### src/sv/asrs_pkg.sv
package asrs_pkg;

    localparam int NUM_CHANNELS_DEF = 13;
    localparam int CODE_BITS_DEF    = 10;

    // Configuration registers, one 32-bit word each.
    localparam int ADDR_W = 4;
    localparam int DATA_W = 32;
    localparam int MASK_W = 13;
    localparam int VREF_W = 16;

    localparam logic [1:0] REG_CHANNEL_MASK   = 2'd0;
    localparam logic [1:0] REG_VREF_MV        = 2'd1;
    localparam logic [1:0] REG_NOTIFY_CHANNEL = 2'd2;
    localparam logic [1:0] REG_NOTIFY_ENABLE  = 2'd3;

    localparam logic [1:0] CMD_STORE   = 2'd0;
    localparam logic [1:0] CMD_RD_CODE = 2'd1;
    localparam logic [1:0] CMD_RD_MV   = 2'd2;

    localparam int unsigned VREF_RESET = 1200;
    localparam int unsigned MV_SCALE   = 1000;

    // vref * 1000 fits in 26 bits, and so does quantum * code for any code width.
    localparam int PROD_W    = 26;
    // Division by 1000 through floor(2^36 / 1000) and one correction step.
    localparam int RECIP_W   = 27;
    localparam int DIV_SHIFT = 36;
    localparam logic [RECIP_W-1:0] DIV_RECIP = 27'd68719476;
    localparam int EST_W     = 17;
    localparam int REM_W     = 11;

    typedef struct packed {
        logic [1:0]  cmd;
        logic [3:0]  slot_index;
        logic [15:0] slot_word;
        logic [3:0]  channel;
    } req_t;

    typedef struct packed {
        logic [3:0]  stored_channel;
        logic        notify;
        logic [15:0] read_data;
        logic        error;
    } rsp_t;

    typedef enum logic [2:0] {
        ST_IDLE,
        ST_DECODE,
        ST_READ,
        ST_MUL,
        ST_EST,
        ST_FIX,
        ST_DONE
    } state_t;

endpackage

### src/sv/adc_scan_result_store.sv
// Channel    Signals                                  Word
// ---------  ---------------------------------------  ---------------------------------
// request    req_valid / req_ready / req              cmd, slot_index, slot_word, channel
// response   rsp_valid / rsp_ready / rsp              stored_channel, notify, read_data, error
// config     psel / penable / pwrite / paddr / ...    one 32-bit register per word address
//
// One word is worked on at a time. A store or an error passes through decode and done,
// a code read adds the registered code-memory read, and a millivolt read adds that read
// and then the multiply, reciprocal estimate and correction steps.
// A new word is taken in the cycle its predecessor moves into the response register.
// Reset is asynchronous; the code table reads as zero until a channel is stored, kept
// by one valid flop per entry, so no clearing pass is needed.
// A stalled response holds the block in its final state until the register frees up.
module adc_scan_result_store #(
    parameter int NUM_CHANNELS = asrs_pkg::NUM_CHANNELS_DEF,
    parameter int CODE_BITS    = asrs_pkg::CODE_BITS_DEF
) (
    input  logic                          clk,
    input  logic                          rst_n,
    input  logic                          req_valid,
    output logic                          req_ready,
    input  asrs_pkg::req_t                req,
    output logic                          rsp_valid,
    input  logic                          rsp_ready,
    output asrs_pkg::rsp_t                rsp,
    input  logic                          psel,
    input  logic                          penable,
    input  logic                          pwrite,
    input  logic [asrs_pkg::ADDR_W-1:0]   paddr,
    input  logic [asrs_pkg::DATA_W-1:0]   pwdata,
    output logic [asrs_pkg::DATA_W-1:0]   prdata,
    output logic                          pready
);

    import asrs_pkg::*;

    localparam int AW = (NUM_CHANNELS > 1) ? $clog2(NUM_CHANNELS) : 1;
    localparam int QW = PROD_W - CODE_BITS;
    localparam logic [QW-1:0] QUANTUM_RST = QW'((VREF_RESET * MV_SCALE) >> CODE_BITS);

    // Configuration registers.
    logic [MASK_W-1:0] mask_reg;
    logic [VREF_W-1:0] vref_reg;
    logic [QW-1:0]     quantum_reg;
    logic [3:0]        notify_ch_reg;
    logic              notify_en_reg;
    logic              cfg_we;
    logic [1:0]        cfg_idx;
    logic [PROD_W-1:0] vref_scaled;

    // Sequencer and datapath.
    state_t            state_reg;
    state_t            state_next;
    req_t              req_reg;
    rsp_t              pend_reg;
    rsp_t              pend_next;
    rsp_t              rsp_reg;
    logic              rsp_valid_reg;
    logic              rsp_valid_next;
    logic [NUM_CHANNELS-1:0] valid_reg;
    logic [CODE_BITS-1:0] code_mem [NUM_CHANNELS];
    logic [CODE_BITS-1:0] rd_data_reg;
    logic              rd_valid_reg;
    logic [PROD_W-1:0] prod_reg;
    logic [EST_W-1:0]  est_reg;
    logic [REM_W-1:0]  rem_reg;

    logic              out_free;
    logic              take_item;
    logic              mem_we;
    logic              rd_en;
    logic              load_pend;
    logic              load_out;

    logic [15:0]       mask_ext;
    logic [NUM_CHANNELS-1:0] slot_hit;
    logic              slot_found;
    logic [3:0]        slot_ch;
    logic              chan_ok;
    logic              is_read;
    logic              read_ok;
    logic [CODE_BITS-1:0] code_rd;
    logic [PROD_W+RECIP_W-1:0] est_full;
    logic [PROD_W:0]   rem_full;
    logic [EST_W-1:0]  mv_full;
    logic [15:0]       mv_sat;

    // ---------------- configuration port ----------------
    assign pready      = 1'b1;
    assign cfg_we      = psel && penable && pwrite;
    assign cfg_idx     = paddr[3:2];
    assign vref_scaled = PROD_W'(pwdata[VREF_W-1:0]) * PROD_W'(MV_SCALE);

    always_ff @(posedge clk or negedge rst_n)
    begin
        if (!rst_n)
        begin
            mask_reg      <= '0;
            vref_reg      <= VREF_W'(VREF_RESET);
            quantum_reg   <= QUANTUM_RST;
            notify_ch_reg <= '0;
            notify_en_reg <= 1'b0;
        end
        else if (cfg_we)
        begin
            case (cfg_idx)
                REG_CHANNEL_MASK:   mask_reg <= pwdata[MASK_W-1:0];
                REG_VREF_MV:
                begin
                    vref_reg    <= pwdata[VREF_W-1:0];
                    quantum_reg <= vref_scaled[PROD_W-1:CODE_BITS];
                end
                REG_NOTIFY_CHANNEL: notify_ch_reg <= pwdata[3:0];
                REG_NOTIFY_ENABLE:  notify_en_reg <= pwdata[0];
                default:            ;
            endcase
        end
    end

    always_comb
    begin
        case (cfg_idx)
            REG_CHANNEL_MASK:   prdata = DATA_W'(mask_reg);
            REG_VREF_MV:        prdata = DATA_W'(vref_reg);
            REG_NOTIFY_CHANNEL: prdata = DATA_W'(notify_ch_reg);
            REG_NOTIFY_ENABLE:  prdata = DATA_W'(notify_en_reg);
            default:            prdata = '0;
        endcase
    end

    // ---------------- decode of the held word ----------------
    // Slot n belongs to the enabled channel that has exactly n enabled channels below it.
    always_comb
    begin
        mask_ext   = 16'(mask_reg);
        slot_found = 1'b0;
        slot_ch    = '0;
        for (int ch = 0; ch < NUM_CHANNELS; ch++)
        begin
            slot_hit[ch] = mask_ext[ch] &&
                ($countones(mask_ext & ((16'd1 << ch) - 16'd1)) == int'(req_reg.slot_index));
        end
        for (int ch = 0; ch < NUM_CHANNELS; ch++)
        begin
            if (slot_hit[ch])
            begin
                slot_found = 1'b1;
                slot_ch    = slot_ch | 4'(ch);
            end
        end
    end

    assign chan_ok  = {1'b0, req_reg.channel} < 5'(NUM_CHANNELS);
    assign is_read  = (req_reg.cmd == CMD_RD_CODE) || (req_reg.cmd == CMD_RD_MV);
    assign read_ok  = is_read && chan_ok;
    assign out_free = !rsp_valid_reg || rsp_ready;

    // ---------------- sequencer ----------------
    always_comb
    begin
        state_next = state_reg;
        case (state_reg)
            ST_IDLE:   if (req_valid) state_next = ST_DECODE;
            ST_DECODE: state_next = read_ok ? ST_READ : ST_DONE;
            ST_READ:   state_next = (req_reg.cmd == CMD_RD_MV) ? ST_MUL : ST_DONE;
            ST_MUL:    state_next = ST_EST;
            ST_EST:    state_next = ST_FIX;
            ST_FIX:    state_next = ST_DONE;
            ST_DONE:
            begin
                if (out_free)
                begin
                    state_next = req_valid ? ST_DECODE : ST_IDLE;
                end
            end
            default:   state_next = ST_IDLE;
        endcase
    end

    always_comb
    begin
        req_ready = 1'b0;
        mem_we    = 1'b0;
        rd_en     = 1'b0;
        load_pend = 1'b0;
        load_out  = 1'b0;
        case (state_reg)
            ST_IDLE:   req_ready = 1'b1;
            ST_DECODE:
            begin
                mem_we    = (req_reg.cmd == CMD_STORE) && slot_found;
                rd_en     = read_ok;
                load_pend = !read_ok;
            end
            ST_READ:   load_pend = (req_reg.cmd == CMD_RD_CODE);
            ST_FIX:    load_pend = 1'b1;
            ST_DONE:
            begin
                req_ready = out_free;
                load_out  = out_free;
            end
            default:   ;
        endcase
    end

    assign take_item = req_valid && req_ready;

    always_ff @(posedge clk or negedge rst_n)
    begin
        if (!rst_n)
        begin
            state_reg     <= ST_IDLE;
            rsp_valid_reg <= 1'b0;
            valid_reg     <= '0;
        end
        else
        begin
            state_reg     <= state_next;
            rsp_valid_reg <= rsp_valid_next;
            if (mem_we)
            begin
                valid_reg[slot_ch[AW-1:0]] <= 1'b1;
            end
        end
    end

    always_comb
    begin
        rsp_valid_next = rsp_valid_reg;
        if (load_out)
        begin
            rsp_valid_next = 1'b1;
        end
        else if (rsp_ready)
        begin
            rsp_valid_next = 1'b0;
        end
    end

    // ---------------- code memory ----------------
    always_ff @(posedge clk)
    begin
        if (mem_we)
        begin
            code_mem[slot_ch[AW-1:0]] <= req_reg.slot_word[CODE_BITS-1:0];
        end
        if (rd_en)
        begin
            rd_data_reg  <= code_mem[req_reg.channel[AW-1:0]];
            rd_valid_reg <= valid_reg[req_reg.channel[AW-1:0]];
        end
    end

    // ---------------- millivolt arithmetic ----------------
    assign code_rd  = rd_valid_reg ? rd_data_reg : '0;
    assign est_full = (PROD_W+RECIP_W)'(prod_reg) * (PROD_W+RECIP_W)'(DIV_RECIP);
    assign rem_full = (PROD_W+1)'(prod_reg) - (PROD_W+1)'(est_reg) * (PROD_W+1)'(MV_SCALE);
    // The estimate is at most one below the true quotient.
    assign mv_full  = est_reg + EST_W'(rem_reg >= REM_W'(MV_SCALE));
    assign mv_sat   = (mv_full > EST_W'(16'hFFFF)) ? 16'hFFFF : mv_full[15:0];

    always_comb
    begin
        pend_next = '0;
        case (state_reg)
            ST_DECODE:
            begin
                if (req_reg.cmd == CMD_STORE)
                begin
                    if (slot_found)
                    begin
                        pend_next.stored_channel = slot_ch;
                        pend_next.notify = notify_en_reg && (notify_ch_reg == slot_ch);
                    end
                    else
                    begin
                        pend_next.error = 1'b1;
                    end
                end
                else
                begin
                    pend_next.error = 1'b1;
                end
            end
            ST_READ:   pend_next.read_data = 16'(code_rd);
            ST_FIX:    pend_next.read_data = mv_sat;
            default:   ;
        endcase
    end

    always_ff @(posedge clk)
    begin
        if (take_item)
        begin
            req_reg <= req;
        end
        if (load_pend)
        begin
            pend_reg <= pend_next;
        end
        if (load_out)
        begin
            rsp_reg <= pend_reg;
        end
        if (state_reg == ST_READ)
        begin
            prod_reg <= PROD_W'(quantum_reg) * PROD_W'(code_rd);
        end
        if (state_reg == ST_MUL)
        begin
            est_reg <= est_full[DIV_SHIFT +: EST_W];
        end
        if (state_reg == ST_EST)
        begin
            rem_reg <= rem_full[REM_W-1:0];
        end
    end

    assign rsp_valid = rsp_valid_reg;
    assign rsp       = rsp_reg;

endmodule

### config.mk
export PLATFORM = sky130hd
export DESIGN_NAME = adc_scan_result_store
export DESIGN_NICKNAME = d
export VERILOG_FILES = /design/src/sv/asrs_pkg.sv /design/src/sv/adc_scan_result_store.sv
export SDC_FILE = /design/constraint.sdc
export NUM_CORES = 2
export LEC_CHECK = 0
export CAP_MARGIN = 20
export CORE_ASPECT_RATIO = 0.6
export CORE_MARGIN = 3
export CORE_UTILIZATION = 58
export CTS_BUF_LIST = sky130_fd_sc_hd__clkbuf_4
export CTS_CLUSTER_SIZE = 40
export DETAILED_ROUTE_END_ITERATION = 10
export DONT_BUFFER_PORTS = 1
export MAX_ROUTING_LAYER = met4
export PLACE_DENSITY = 0.86
export SYNTH_ARGS = -nofsm -noshare
export SYNTH_HDL_FRONTEND = slang
export SYNTH_SLANG_ARGS = --single-unit
### constraint.sdc
create_clock -name clk -period 5.79 [get_ports clk]
set_input_delay 1.158 -clock clk [delete_from_list [all_inputs] [get_ports clk]]
set_output_delay 1.158 -clock clk [all_outputs]
set_load 0.01 [all_outputs]
==> metrics <==
run status=finished with violations; failing checks=setup timing; clk_lat worst skew=approximately 0.87 ns; GR Overflow Total=0; count leader, synth=inv_1; Max-Cap Viols=0; Sequential Area=9380 µm²; CTS H-tree lvls=3; non-filler cells, final=around 3900; Post-Syn Area per Cell=11.6 µm²; minimum clock period=around 6.6 ns; vias in the first global route=24600; hpwl dp=65.8 mm; full die area=between 50000 and 60000 µm²; final-report setup violation count=23; cts bufs inserted=71; clock-pin slew on the worst setup and hold paths=0.12 ns; worst min path class=in -> async; Detailed Route Iter0 Violations=2620; multi-input logic area=21600 µm²; sum of negative setup slack=-8.23 ns; Yosys Warn Count=0; CP startpoint kind=flop; EDFF count, synth=between 200 and 300; share of synthesized registers carrying an async set or reset=between 20 and 25%; critical-path cell list=buf_6 -> ha_4 -> buf_6 -> fa_2 -> xor2_1 -> ha_2 -> a21o_1 -> fa_1 -> fa_1 -> inv_2 -> fa_1 -> inv_2 -> ha_4 -> nand4_1 -> a21oi_2 -> o311ai_2 -> buf_4 -> o211ai_1 -> nand4_1 -> nand3b_1 -> a41oi_2 -> o32ai_2 -> o21ba_4; CP dominant cell by count=fa_1; Area growth, synth to finish=21.0%; number of flip-flops in the largest register=130; PortBufs=0; share of the synthesized area in the top cell type=between 20 and 25%; fin. max-slew vios=0; routability cong.=0.988; Die H=187 µm; top cells by area, synth=edfxtp_1 24%, fa_1 24%, ha_1 17%, inv_1 6.3%, dfrtp_1 4.6%; Util after Layout=71.9%; WL final=93.3 mm; fmax=152 MHz; All-Layer GR Usage=32.3%; Routed Antenna Nets=0; RSZ-0062 raised after global routing=true; Filler Cells Inserted=3189; synth unique cells=~80; Placeable Area=~53000 µm²; via count=23500; drt first pass iters=6; leading area contributor after synthesis=edfxtp_1; slowest cell on the critical path=fa_1; site row count=65; Cell Area, Synth=about 32000 µm²; Placement Setup Slack=-0.750 ns; crit path kind=reg -> reg; most common library cells after synthesis=528 x inv_1, 439 x ha_1, 372 x fa_1; peak fanout along the critical path=5; Final WS setup=-0.776 ns; final net count=~4000; Starting Density=59.4%; final period utilization=113%; Post-Syn Instances=2727; clock skew=0.0611 ns; top_reg_cell synth=edfxtp_1; Chip Width=307 µm; largest net degree at the start of global routing=61; sequential-to-total area share from yosys stat=29.7%; Fin. Hold Viols=0; Worst slew margin=between 30% and 40%; clock sinks=323; share of cells above drive strength 1=between 20 and 30%; post-route DRC violation count=0; Synth Register Bits=323; placed cell count=3628; DR WL/cell=24.0 µm; first-pass GRT wire length=138 mm; Critical Path AT=7.14 ns; vias per cell=6.03; initial antenna violation count=2; CP max stage delay=0.61 ns; boundary pin count=126; clk buf depth=3; root buffer cell=clkbuf_4; worst slew pin tran=0.978 ns; worst path required time=6.37 ns; r2r setup slk=-0.78 ns; Critical Path End Type=flop; TritonCTS clock tree=yes
==> placed cells by master, fill, tap and decap left out, types with 21 or more instances in the layout <==
master,instances
nand4_1,21
edfxtp_1,256
nor2_1,67
buf_6,42
xnor2_1,87
mux4_2,45
ha_1,347
and3_1,87
buf_4,357
nand2_1,126
o21ai_0,55
fa_1,346
nand3_1,36
xor2_1,43
fa_2,26
inv_1,498
inv_2,31
a21oi_1,55
a21o_1,37
ha_4,74
dfrtp_1,56
clkbuf_4,106
mux2_2,30
==> final timing paths <==
path / from / to / cells after the start
worst max register to register: prod_reg[11] / est_reg[15] / 23
worst min-delay path: rst_n / mask_reg[5] / 0
min in group clk: req[20] / req_reg[20] / 0
worst max-delay path: prod_reg[11] / est_reg[15] / 23
worst min register to register: pend_reg[16] / rsp[16] / 0
max in group asynchronous: rst_n / mask_reg[11] / 1
==> area by class of cell <==
cell class | count | share of cell area [%]
Clock buffer | 106 | 2.08
Antenna cell | 4 | 0.0262
Sequential cell | 323 | 24.5
Clock inverter | 20 | 0.380
Timing Repair Buffer | 411 | 8.86
Inverter | 529 | 5.20
Multi-Input combinational cell | 1799 | 56.6
Tap cell | 703 | 2.30
==> worst max-delay path, delay by kind of cell, from the launching register on <==
family	cells	cell delay, ns
fa+ha+maj	7	2.75
buf+inv	5	0.61
compound gates	7	1.63
xor+xnor	1	0.17
simple gates	3	0.55
flops	1	0.54
==> per-stage QoR <==
| step | area [µm²] | hold slack (ns) |
|---|---|---|
| 2_1_floorplan | 31700 | 0.400 |
| 3_3_place_gp | 34200 | 0.405 |
| 3_5_place_dp | 34200 | 0.407 |
| 4_1_cts | 37200 | 0.00164 |
| 5_1_grt | 38200 | -0.0145 |
| 6_report | 38200 | 0.0127 |
==> what timing repair did <==
item / in CTS / in global routing
hold endpoints to repair: 8 / 5
pin swaps: 161 / 135
resized for setup: 240 / 126
setup endpoints to repair: 23 / 90
cloned: 2 / 2
hold buffers: 1 / 1
setup buffers: 93 / 48
==> per-layer routing <==
metal | vias to the layer above | part of all wire (%) | track usage (%)
met3 | 281 | 13 | 9.95
met2 | 1473 | 45 | 47.9
met4 | 0 | 3.0 | 6.73
met5 | - | 0 | -
met1 | 11800 | 39 | 44.2
li1 | 9931 | - | -
==> cells by family (layout without fill, tap and decap cells) <==
kind of cell	after synthesis	after routing	synth area share, %
fa+ha+maj	811	811	41.0
buf+inv	620	1066	7.63
simple gates	473	473	7.50
flops	323	323	29.7
compound gates	275	275	5.74
xor+xnor	136	136	3.80
mux	87	87	4.66
other cells	2	21	0.0238
Power is not shown: default switching activity piles up to over one toggle a cycle in this logic, so the estimate is an artifact.
